**src/rtl/core/pdc_pkg.sv**
```systemverilog
package pdc_pkg;

  // Porter-Duff operator codes
  typedef enum logic [3:0] {
    OP_SRC      = 4'd0,
    OP_DST      = 4'd1,
    OP_OVER     = 4'd2,
    OP_DST_OVER = 4'd3,
    OP_IN       = 4'd4,
    OP_DST_IN   = 4'd5,
    OP_OUT      = 4'd6,
    OP_DST_OUT  = 4'd7,
    OP_ATOP     = 4'd8,
    OP_DST_ATOP = 4'd9,
    OP_CLEAR    = 4'd10,
    OP_XOR      = 4'd11
  } pdc_op_e;

  // How the result color is formed
  typedef enum logic [1:0] {
    MODE_ZERO = 2'd0,
    MODE_SRC  = 2'd1,
    MODE_DST  = 2'd2,
    MODE_MIX  = 2'd3
  } pdc_mode_e;

  localparam int unsigned NumChan       = 3;
  localparam int unsigned QuoBits       = 8;
  localparam int unsigned StepsPerStage = 2;
  localparam int unsigned DivStages     = QuoBits / StepsPerStage;
  localparam logic [7:0]  FullScale     = 8'd255;

  // One color channel inside the divider
  typedef struct packed {
    logic       fix;   // result already known, no division
    logic [7:0] rem;   // partial remainder
    logic [7:0] num;   // dividend bits still to shift in
    logic [7:0] quo;   // quotient, or the fixed result
  } pdc_chan_t;

  typedef struct packed {
    pdc_chan_t [NumChan-1:0] ch;
    logic [7:0]              alpha;  // divisor and result alpha
  } pdc_div_t;

  // round(x*y/255) as (x*y+127)/255
  function automatic logic [7:0] mul255(input logic [7:0] x, input logic [7:0] y);
    logic [16:0] n;
    logic [16:0] q;
    n = 17'(x) * 17'(y) + 17'd127;
    q = n + 17'(n[16:8]) + 17'd1;
    return q[15:8];
  endfunction

  // One restoring division step on a channel
  function automatic pdc_chan_t div_step(input pdc_chan_t c, input logic [7:0] a);
    pdc_chan_t  r;
    logic [8:0] r2;
    r  = c;
    r2 = {c.rem, c.num[7]};
    if (!c.fix) begin
      r.num = {c.num[6:0], 1'b0};
      if (r2 >= {1'b0, a}) begin
        r.rem = 8'(r2 - {1'b0, a});
        r.quo = {c.quo[6:0], 1'b1};
      end else begin
        r.rem = r2[7:0];
        r.quo = {c.quo[6:0], 1'b0};
      end
    end
    return r;
  endfunction

endpackage

```
**src/rtl/core/pdc_unpremul.sv**
```systemverilog
module pdc_unpremul
  import pdc_pkg::*;
(
  input  logic     clk_i,
  input  logic     rst_ni,
  input  logic     valid_i,
  output logic     stall_o,
  input  pdc_div_t data_i,
  output logic     valid_o,
  input  logic     stall_i,
  output pdc_div_t data_o
);

  logic     v_q [DivStages];
  pdc_div_t d_q [DivStages];
  pdc_div_t d_d [DivStages];
  logic     en  [DivStages];

  // stage enables: a stage moves when empty or when the next one moves
  always_comb begin
    en[DivStages-1] = !v_q[DivStages-1] || !stall_i;
    for (int k = DivStages - 2; k >= 0; k--) begin
      en[k] = !v_q[k] || en[k+1];
    end
  end

  assign stall_o = !en[0];
  assign valid_o = v_q[DivStages-1];
  assign data_o  = d_q[DivStages-1];

  for (genvar k = 0; k < DivStages; k++) begin : g_stage
    logic     vin;
    pdc_div_t din;
    assign vin = (k == 0) ? valid_i : v_q[(k == 0) ? 0 : k-1];
    assign din = (k == 0) ? data_i  : d_q[(k == 0) ? 0 : k-1];

    // two quotient bits per stage
    always_comb begin
      d_d[k] = din;
      for (int s = 0; s < StepsPerStage; s++) begin
        for (int c = 0; c < NumChan; c++) begin
          d_d[k].ch[c] = div_step(d_d[k].ch[c], din.alpha);
        end
      end
    end

    always_ff @(posedge clk_i or negedge rst_ni) begin
      if (!rst_ni) begin
        v_q[k] <= 1'b0;
      end else if (en[k]) begin
        v_q[k] <= vin;
      end
    end

    always_ff @(posedge clk_i) begin
      if (en[k] && vin) begin
        d_q[k] <= d_d[k];
      end
    end
  end

endmodule

```
**src/rtl/core/porter_duff_compositor.sv**
```systemverilog
// Porter-Duff compositor, one 8-bit BGRA pixel per transaction.
// Pipeline: 3 front stages and 4 divider stages resolving 2 quotient bits each.
// Throughput: one pixel per clock while the output is not stalled; bubbles collapse while the output stalls.
// Reset (rst_ni low, asynchronous) empties the pipeline; no other state.
module porter_duff_compositor
  import pdc_pkg::*;
(
  input  logic       clk_i,
  input  logic       rst_ni,
  input  logic       in_valid_i,
  output logic       in_stall_o,
  input  logic [3:0] opcode_i,
  input  logic [7:0] src_blue_i,
  input  logic [7:0] src_green_i,
  input  logic [7:0] src_red_i,
  input  logic [7:0] src_alpha_i,
  input  logic [7:0] dst_blue_i,
  input  logic [7:0] dst_green_i,
  input  logic [7:0] dst_red_i,
  input  logic [7:0] dst_alpha_i,
  output logic       out_valid_o,
  input  logic       out_stall_i,
  output logic [7:0] out_blue_o,
  output logic [7:0] out_green_o,
  output logic [7:0] out_red_o,
  output logic [7:0] out_alpha_o
);

  typedef struct packed {
    pdc_op_e                 op;
    logic [7:0]              sa;
    logic [7:0]              da;
    logic [NumChan-1:0][7:0] s;
    logic [NumChan-1:0][7:0] d;
    logic [NumChan-1:0][7:0] ps;
    logic [NumChan-1:0][7:0] pd;
    logic [7:0]              m_sada;
    logic [7:0]              m_alt;
  } s1_t;

  typedef struct packed {
    pdc_mode_e               mode;
    logic [7:0]              alpha;
    logic [NumChan-1:0][8:0] c;
    logic [NumChan-1:0][7:0] pv;
  } s2_t;

  s1_t      s1_d, s1_q;
  s2_t      s2_d, s2_q;
  pdc_div_t s3_d, s3_q;
  logic     v1_q, v2_q, v3_q;
  logic     en1, en2, en3;
  logic     div_stall;
  pdc_div_t div_out;

  // elastic enables
  assign en3        = !v3_q || !div_stall;
  assign en2        = !v2_q || en3;
  assign en1        = !v1_q || en2;
  assign in_stall_o = !en1;

  // stage 1: premultiply and alpha products
  always_comb begin
    s1_d.op = pdc_op_e'(opcode_i);
    s1_d.sa = src_alpha_i;
    s1_d.da = dst_alpha_i;
    s1_d.s  = {src_red_i, src_green_i, src_blue_i};
    s1_d.d  = {dst_red_i, dst_green_i, dst_blue_i};
    for (int c = 0; c < NumChan; c++) begin
      s1_d.ps[c] = mul255(s1_d.s[c], src_alpha_i);
      s1_d.pd[c] = mul255(s1_d.d[c], dst_alpha_i);
    end
    s1_d.m_sada = mul255(src_alpha_i, dst_alpha_i);
    if (pdc_op_e'(opcode_i) == OP_OUT) begin
      s1_d.m_alt = mul255(src_alpha_i, FullScale - dst_alpha_i);
    end else begin
      s1_d.m_alt = mul255(dst_alpha_i, FullScale - src_alpha_i);
    end
  end

  // stage 2: operator weights, color mix and result alpha
  always_comb begin
    logic [7:0] fa, fb, isa, ida;
    logic [8:0] sum, both, xr;
    isa = FullScale - s1_q.sa;
    ida = FullScale - s1_q.da;
    sum  = 9'(s1_q.sa) + 9'(s1_q.da);
    both = {s1_q.m_sada, 1'b0};
    xr   = (sum > both) ? (sum - both) : 9'd0;
    fa = 8'd0;
    fb = 8'd0;
    s2_d.mode  = MODE_ZERO;
    s2_d.alpha = 8'd0;
    case (s1_q.op)
      OP_SRC:      begin s2_d.mode = MODE_SRC; s2_d.alpha = s1_q.sa;     end
      OP_IN:       begin s2_d.mode = MODE_SRC; s2_d.alpha = s1_q.m_sada; end
      OP_OUT:      begin s2_d.mode = MODE_SRC; s2_d.alpha = s1_q.m_alt;  end
      OP_DST:      begin s2_d.mode = MODE_DST; s2_d.alpha = s1_q.da;     end
      OP_DST_IN:   begin s2_d.mode = MODE_DST; s2_d.alpha = s1_q.m_sada; end
      OP_DST_OUT:  begin s2_d.mode = MODE_DST; s2_d.alpha = s1_q.m_alt;  end
      OP_OVER, OP_DST_OVER: begin
        s2_d.mode  = MODE_MIX;
        s2_d.alpha = 8'(sum - 9'(s1_q.m_sada));
        fa = (s1_q.op == OP_OVER) ? FullScale : ida;
        fb = (s1_q.op == OP_OVER) ? isa : FullScale;
      end
      OP_ATOP:     begin s2_d.mode = MODE_MIX; s2_d.alpha = s1_q.da; fa = s1_q.da; fb = isa; end
      OP_DST_ATOP: begin s2_d.mode = MODE_MIX; s2_d.alpha = s1_q.sa; fa = ida; fb = s1_q.sa; end
      OP_XOR: begin
        s2_d.mode  = MODE_MIX;
        s2_d.alpha = xr[8] ? FullScale : xr[7:0];
        fa = ida;
        fb = isa;
      end
      default: begin
        s2_d.mode  = MODE_ZERO;
        s2_d.alpha = 8'd0;
      end
    endcase
    for (int c = 0; c < NumChan; c++) begin
      s2_d.c[c]  = 9'(mul255(s1_q.ps[c], fa)) + 9'(mul255(s1_q.pd[c], fb));
      s2_d.pv[c] = (s2_d.mode == MODE_DST) ? s1_q.d[c] : s1_q.s[c];
    end
  end

  // stage 3: dividend c*255 + a/2, saturation and fixed results
  always_comb begin
    logic [16:0] n;
    s3_d.alpha = s2_q.alpha;
    for (int c = 0; c < NumChan; c++) begin
      n = 17'({s2_q.c[c], 8'd0}) - 17'(s2_q.c[c]) + 17'(s2_q.alpha >> 1);
      s3_d.ch[c].rem = n[15:8];
      s3_d.ch[c].num = n[7:0];
      s3_d.ch[c].fix = 1'b1;
      s3_d.ch[c].quo = 8'd0;
      if (s2_q.alpha != 8'd0) begin
        case (s2_q.mode)
          MODE_SRC, MODE_DST: s3_d.ch[c].quo = s2_q.pv[c];
          MODE_MIX: begin
            if (n[16:8] >= {1'b0, s2_q.alpha}) begin
              s3_d.ch[c].quo = FullScale;
            end else begin
              s3_d.ch[c].fix = 1'b0;
            end
          end
          default: s3_d.ch[c].quo = 8'd0;
        endcase
      end
    end
  end

  always_ff @(posedge clk_i or negedge rst_ni) begin
    if (!rst_ni) begin
      v1_q <= 1'b0;
      v2_q <= 1'b0;
      v3_q <= 1'b0;
    end else begin
      if (en1) v1_q <= in_valid_i;
      if (en2) v2_q <= v1_q;
      if (en3) v3_q <= v2_q;
    end
  end

  always_ff @(posedge clk_i) begin
    if (en1 && in_valid_i) s1_q <= s1_d;
    if (en2 && v1_q)       s2_q <= s2_d;
    if (en3 && v2_q)       s3_q <= s3_d;
  end

  pdc_unpremul u_unpremul (
    .clk_i   (clk_i),
    .rst_ni  (rst_ni),
    .valid_i (v3_q),
    .stall_o (div_stall),
    .data_i  (s3_q),
    .valid_o (out_valid_o),
    .stall_i (out_stall_i),
    .data_o  (div_out)
  );

  assign out_blue_o  = div_out.ch[0].quo;
  assign out_green_o = div_out.ch[1].quo;
  assign out_red_o   = div_out.ch[2].quo;
  assign out_alpha_o = div_out.alpha;

  // input stall only when the whole front end is full
  a_stall_full: assert property (@(posedge clk_i) disable iff (!rst_ni)
    in_stall_o |-> (v1_q && v2_q && v3_q))
    else $error("input stalled with a free front stage");

  // a held stage keeps its transaction
  a_s1_hold: assert property (@(posedge clk_i) disable iff (!rst_ni)
    (v1_q && !en2) |=> (v1_q && $stable(s1_q)))
    else $error("stage 1 lost a stalled transaction");

  // zero alpha gives black
  a_zero_alpha: assert property (@(posedge clk_i) disable iff (!rst_ni)
    (out_valid_o && out_alpha_o == 8'd0) |->
      (out_blue_o == 8'd0 && out_green_o == 8'd0 && out_red_o == 8'd0))
    else $error("nonzero color with zero alpha");

endmodule

```
**config.mk**
```make
export PLATFORM = sky130hd
export DESIGN_NAME = porter_duff_compositor
export DESIGN_NICKNAME = d
export VERILOG_FILES = /design/src/rtl/core/pdc_pkg.sv /design/src/rtl/core/pdc_unpremul.sv /design/src/rtl/core/porter_duff_compositor.sv
export SDC_FILE = /design/constraint.sdc
export NUM_CORES = 2
export LEC_CHECK = 0
export ABC_AREA = 1
export ABC_CLOCK_PERIOD_IN_PS = 7200
export BUFFER_PORTS_ARGS = -buffer_cell sky130_fd_sc_hd__buf_2
export CAP_MARGIN = 20
export CORE_MARGIN = 2
export CORE_UTILIZATION = 46
export DETAILED_ROUTE_END_ITERATION = 6
export PLACE_DENSITY = 0.69
export SLEW_MARGIN = 30
export SYNTH_ARGS = -nofsm -noshare
export SYNTH_HDL_FRONTEND = slang
export SYNTH_SLANG_ARGS = --single-unit
```
**constraint.sdc**
```tcl
create_clock -name clk_i -period 7.2 [get_ports clk_i]
set_clock_uncertainty 0.05 [all_clocks]
set_input_delay 1.08 -clock clk_i [delete_from_list [all_inputs] [get_ports clk_i]]
set_output_delay 1.08 -clock clk_i [all_outputs]
set_load 0.005 [all_outputs]
```
# ---- After elaboration in Yosys (flattened, before gate mapping)
# Memories as Yosys holds them, arrays and structs flattened.
# Index checks and enable logic that the tools add are counted.
# W data, S select, Z words.
dict set report totals {
  out_inout_bits 34
  ramBits 332
  ff_bits 283
  word_cells 319
  rom_bits 0
  input_bits 72
  mem_count 1
  latch_bits 0
}
# name depth width read_ports rd_clocked_by_memory_dff write_ports line_no
set memory_table {}
lappend memory_table {u_unpremul.d_q 4 83 4 0 4 pdc_unpremul.sv:15} ;# pdc_div_t d_q [DivStages];
dict set report classes {
  bitwise_logic 0
  n_addsub 85
  div_mod_pow 0
  n_mux 100
  multipliers 15
  n_reduce_logical 30
  n_eq_ne 15
  n_lt_le_gt_ge 28
  shifts 0
}
# operator count
set ops {}
lappend ops {{$mux W24} 24}
lappend ops {{$mux W8} 34}
lappend ops {{$add A16 B7 Y17 const B} 15}
lappend ops {{$ge A9 B8 Y1} 27}
lappend ops {{$add A16 B1 Y16 const B} 15}
lappend ops {{$add A16 B9 Y16} 15}
lappend ops {{$mul A8 B8 Y16} 15}
lappend ops {{$sub A8 B8 Y8} 25}
lappend ops {{$pmux W10 S10} 1}
lappend ops {{$add A17 B7 Y17} 3}
lappend ops {{$sub A17 B9 Y17} 3}
lappend ops {{$pmux W8 S2} 3}
lappend ops {{$pmux W8 S3} 2}
lappend ops {{$add A8 B8 Y9} 4}
lappend ops {{$mux W1} 35}
lappend ops {{$sub A8 B8 Y8 const A} 4}
lappend ops {{$eq A4 B3 Y1 const B} 5}
lappend ops {{$eq A4 B4 Y1 const B} 3}
lappend ops {{$gt A9 B9 Y1} 1}
lappend ops {{$logic_not A1 Y1} 9}
lappend ops {{$mux W9} 1}
lappend ops {{$sub A9 B9 Y9} 1}
lappend ops {{$eq A4 B2 Y1 const B} 2}
lappend ops {{$reduce_bool A8 Y1} 1}
lappend ops {{8 further kinds} 25}

# ---- Logic depth before layout (Yosys ltp)
dict set report logic_depth {
  word_depth 9
  mapped_depth 52
  mapped_depth_nobuf 50
}

# ---- Hierarchy
# A second synthesis with hierarchy kept.
dict set report hier_totals {
  cells_unflattened 10885
  area_unflattened_um2 81694.6
}
# mod seq_area_each_um2 cells_per_inst instances area_each_um2
set modules_own_cells {}
lappend modules_own_cells {porter_duff_compositor 8363.0 7407 1 55757.2}
lappend modules_own_cells {pdc_unpremul 10069.7 3478 1 25937.4}

# ---- Worst setup path before layout
# Ideal clock, no wire load.
dict set report synth_timing {
  path_type {input-to-reg}
  start {input out_stall_i}
  end {register s1_q[0] (netlist name) (enable)}
  arrival_time_ns 7.243
  setup_slack_ns -0.719
  setup_ns 0.626
  n_path_buf 0
  required_ns 6.524
  stages 13
  cell_sequence {nand2_1 nor2_1 inv_1 nor2_1 inv_1 nor2_1 inv_1 nor2_1 inv_1 nor2_1 inv_1 nor2_1 nor2_1}
}
dict set report synth_between {
  elab_chain_len 9
}
# element line_no
set synth_lines {}
lappend synth_lines {{start: declaration} porter_duff_compositor.sv:22} ;# input logic out_stall_i,
lappend synth_lines {{$logic_not A1 Y1} pdc_unpremul.sv:21} ;# en[DivStages-1] = !v_q[DivStages-1] || !stall_i;
lappend synth_lines {{$logic_or A1 B1 Y1} pdc_unpremul.sv:21}
lappend synth_lines {{$logic_or A1 B1 Y1 (3 in a row)} pdc_unpremul.sv:23} ;# en[k] = !v_q[k] || en[k+1];
lappend synth_lines {{$logic_or A1 B1 Y1} porter_duff_compositor.sv:57} ;# assign en3 = !v3_q || !div_stall;
lappend synth_lines {{$logic_or A1 B1 Y1} porter_duff_compositor.sv:58} ;# assign en2 = !v2_q || en3;
lappend synth_lines {{$logic_or A1 B1 Y1} porter_duff_compositor.sv:59} ;# assign en1 = !v1_q || en2;
lappend synth_lines {{$logic_and A1 B1 Y1} porter_duff_compositor.sv:165} ;# if (en1 && in_valid_i) s1_q <= s1_d;
lappend synth_lines {{end signal: assignment} porter_duff_compositor.sv:165}
lappend synth_lines {{end: declaration} porter_duff_compositor.sv:48} ;# s1_t s1_d, s1_q;
# No other way between the ends.
# A chain may end at the register's enable or synchronous reset.

==> metrics.md <==
| Metric | Value |
|---|---|
| Yosys reg bits | ~530 |
| Synthesized netlist cell count | between 9,000 and 10,000 |
| Total Routing Usage GR | 24.2% |
| I/O Buffers | 105 |
| CP endpoint kind | flip-flop |
| Status | finished with violations |
| Ys async rst share | 1.33% |
| Top-area cell type share of the netlist area | 20.7% |
| Number of synthesized flops with an enable pin | 521 |
| Overflow after GRT | 0 |
| Delay-heaviest family, CP | adder cells |
| Multi-input logic area | 53,900 µm² |
| Slew @ Worst Pin | 0.968 ns |
| Core Area | 163,000 µm² |
| RSZ-0062 raised after global routing | yes |
| CP Max Fanout | 15 |
| Setup crit start kind | flip-flop |
| Hold Slack | 0.216 ns |
| Register area share after synthesis | 21.0% |
| Post-Synth XOR/XNOR Area | 4.09% |
| Peak Freq | 0.131 GHz |
| Fin worst setup slack | -0.441 ns |
| Req. time, crit path | 7.56 ns |
| Area grow syn2layout | 18.1% |
| Layout cells sized above 1 | 14.9% |
| Vias post-DR | 66,100 |
| Clock Sink Count | 528 |
| CP max stage delay | 0.54 ns |
| Failing checks | DRC, setup timing |
| Rows | 148 |
| Drt first pass iters | 7 |
| Final Core Density | 54.7% |
| Main combinational cell family by area after synthesis | adder cells |
| Synth top area cells | edfxtp_1 21%, fa_1 18%, ha_1 16%, nand2_1 14%, inv_1 9.5% |
| Die area | 167,000 µm² |
| Post-synthesis adder-cell area fraction | between 30% and 40% |
| CP bufs+invs | 10 |
| CTS tree | built |
| Post-synth cell types | between 70 and 80 |
| CTS Hold Bufs | 0 |
| Slowest cell on the critical path | fa_1 |
| Global-route wire length before repair | 332 mm |
| Sequential Area | roughly 16,000 µm² |
| Reg2Reg Depth | 42 |
| Final Hold Fails | 0 |
| R2R Setup Slk | -0.44 ns |
| Synthesized Nets | between 10,000 and 15,000 |
| Clock buffer count from CTS | 67 |
| Avg Cell Area, Syn | around 7.6 µm² |
| Mapped Area | 75,400 µm² |
| Synth Flop Type | edfxtp_1 |
| Largest net degree at the start of global routing | between 100 and 150 |
| Arrival @ worst endpoint | 8.01 ns |
| Synth Warn # | 0 |
| DIE WIDTH | about 410 µm |
| Placer congestion estimate | 0.972 |
| Worst r2r src | s1_q[130] |
| Routed WL | between 200 and 250 mm |
| IO Pins | approximately 110 |
| Placed cell area | 82,800 µm² |
| Dpl ws | -0.762 ns |
| Drt wl/cell | 15.9 µm |
| Max-cap check violation count | 0 |
| Post-Synth Simple-Gate Area | 22.5% |
| 1st-iter DRT viols | 4,076 |
| Clock tree buffer depth | 3 |
| Drt drc | 1 |
| Post-synth top area cell | edfxtp_1 |
| H-Tree Depth | 3 |
| Antenna viol nets, final | 0 |
| Die Ht | 409 µm |
| Reg-to-reg critical path endpoint | s2_q[32] |
| Compound-cell area share of the yosys netlist | under 10% |
| Tcrit/Tclk final | 106% |
| Max Slew Vio Count | 0 |
| Final setup vio count | 16 |
| Worst-skew pair later-pin latency | 0.68 ns |
| Dpl hpwl | between 150 and 200 mm |
| Worst setup path class | reg2reg |
| Vias in the first global route | between 60,000 and 70,000 |
| Root buf cell | clkbuf_16 |
| Design Area, Final | 89,100 µm² |
| Clk slew on worst S/H paths | about 0.060 ns |
| Layout fillers | 14,800 |
| Initial Util | 46.3% |
| Hold WC Path Type | in2async |
| Minimum clock period | 7.64 ns |
| Mux contribution to synthesized area | 0.358% |
| Initial antenna violation count | 7 |
| Routed vias/inst | 5.14 |
| Relative slew slack | around a third |
| Final nets | 12,300 |
what timing repair did:
item | 4_1_cts | 5_1_grt
setup buffers | 106 | 67
pin swaps | 156 | 174
gates cloned | 3 | 0
setup endpoints to repair | 24 | 24
gates resized for setup | 320 | 306
registers in the layout, summed over array words and instances, names as in the netlist:
register                cells
s3_q                       83
u_unpremul.g_stage.vin      3
s2_q                       61
v3_q                        1
s1_q                      132
u_unpremul.valid_o          1
u_unpremul.d_q            245
v1_q                        1
v2_q                        1
worst reg2reg max path: cells and delay by family (launching register included):
family	cells	cell delay [ns]
compound gates	9	1.06
xor+xnor	2	0.50
fa+ha+maj	8	3.10
buf+inv	10	1.09
flops	1	0.47
simple gates	13	1.17
stage by stage:
stage                     TNS [ns]  cells
after floorplan             -0.130   9892
after global routing        -11.12  12800
after global placement       -6.20  12600
final                        -4.30  12800
after detailed placement    -10.47  12600
after CTS                    -2.55  12800
cell families after synthesis:
family                     count (synthesis)
and+or+nand+nor                         4158
DFF                                      528
adders and majority gates               1626
muxes                                     24
buffers and inverters                   2162
AOI/OAI and AO/OA                       1051
xor gates and xnor gates                 343
layer usage:
layer	wire length [µm]	part of all wire [%]	up-vias	track usage, %
met2	97800	48	1738	41.8
met4	11200	5.5	4	11.5
li1	-	-	32700	-
met3	9610	4.7	486	2.80
met1	85200	42	31200	30.0
met5	18	0.0088	-	0
worst max path at each step:
stage | from | endpoint | slack [ns] | depth (start not counted)
2_1_floorplan | s1_q[131] | s2_q[49] | -0.09 | 49
3_3_place_gp | s1_q[130] | s2_q[31] | -0.63 | 46
3_5_place_dp | s1_q[130] | s2_q[31] | -0.76 | 43
6_report | s1_q[130] | s2_q[32] | -0.44 | 42
5_1_grt | s1_q[131] | s2_q[49] | -0.78 | 49
4_1_cts | s1_q[130] | s2_q[49] | -0.31 | 49
cells in the final DEF (no fill, tap or decap), types with 24 or more instances in the layout:
| master | instances |
|---|---|
| nand2_4 | 35 |
| mux2_2 | 24 |
| nand3_1 | 394 |
| buf_6 | 54 |
| o21bai_1 | 41 |
| clkbuf_16 | 70 |
| or2_2 | 28 |
| o21ai_0 | 298 |
| nor2_2 | 36 |
| buf_4 | 693 |
| xor2_1 | 216 |
| nand3_2 | 35 |
| buf_12 | 28 |
| fa_1 | 650 |
| o21ai_1 | 35 |
| nand2_2 | 113 |
| nor2_1 | 613 |
| nand4_1 | 114 |
| nor3_1 | 47 |
| a21oi_2 | 57 |
| a21oi_1 | 447 |
| inv_1 | 1860 |
| buf_2 | 105 |
| xnor2_1 | 98 |
| inv_2 | 53 |
| nor2_4 | 44 |
| ha_1 | 904 |
| ha_4 | 58 |
| nand2_1 | 2624 |
| edfxtp_1 | 521 |
| nand3b_1 | 28 |
layout make-up:
type                            count  share of cell area, %
Multi-Input combinational cell   7202                   60.5
Sequential cell                   528                   17.8
Inverter                         1933                   8.19
Timing Repair Buffer              884                   7.82
Tap cell                         2175                   3.06
Clock buffer                       81                   2.00
Clock inverter                     40                  0.628
Antenna cell                        4                 0.0112
cells in the mapped netlist (all sizes together), types with 18 or more instances:
cell type,number
nand2,2774
inv,1921
ha,966
nor2,694
fa,660
edfxtp,521
a21oi,516
nand3,434
o21ai,350
xor2,233
clkbuf,172
nand4,115
xnor2,110
nor3,60
buf,57
o21bai,44
or2,34
nand3b,28
mux2,24
a21o,19
a211oi,18
Power is left out: the tool's default activity adds up to more than one toggle a clock period on the data nets, which glitch-free logic cannot reach.
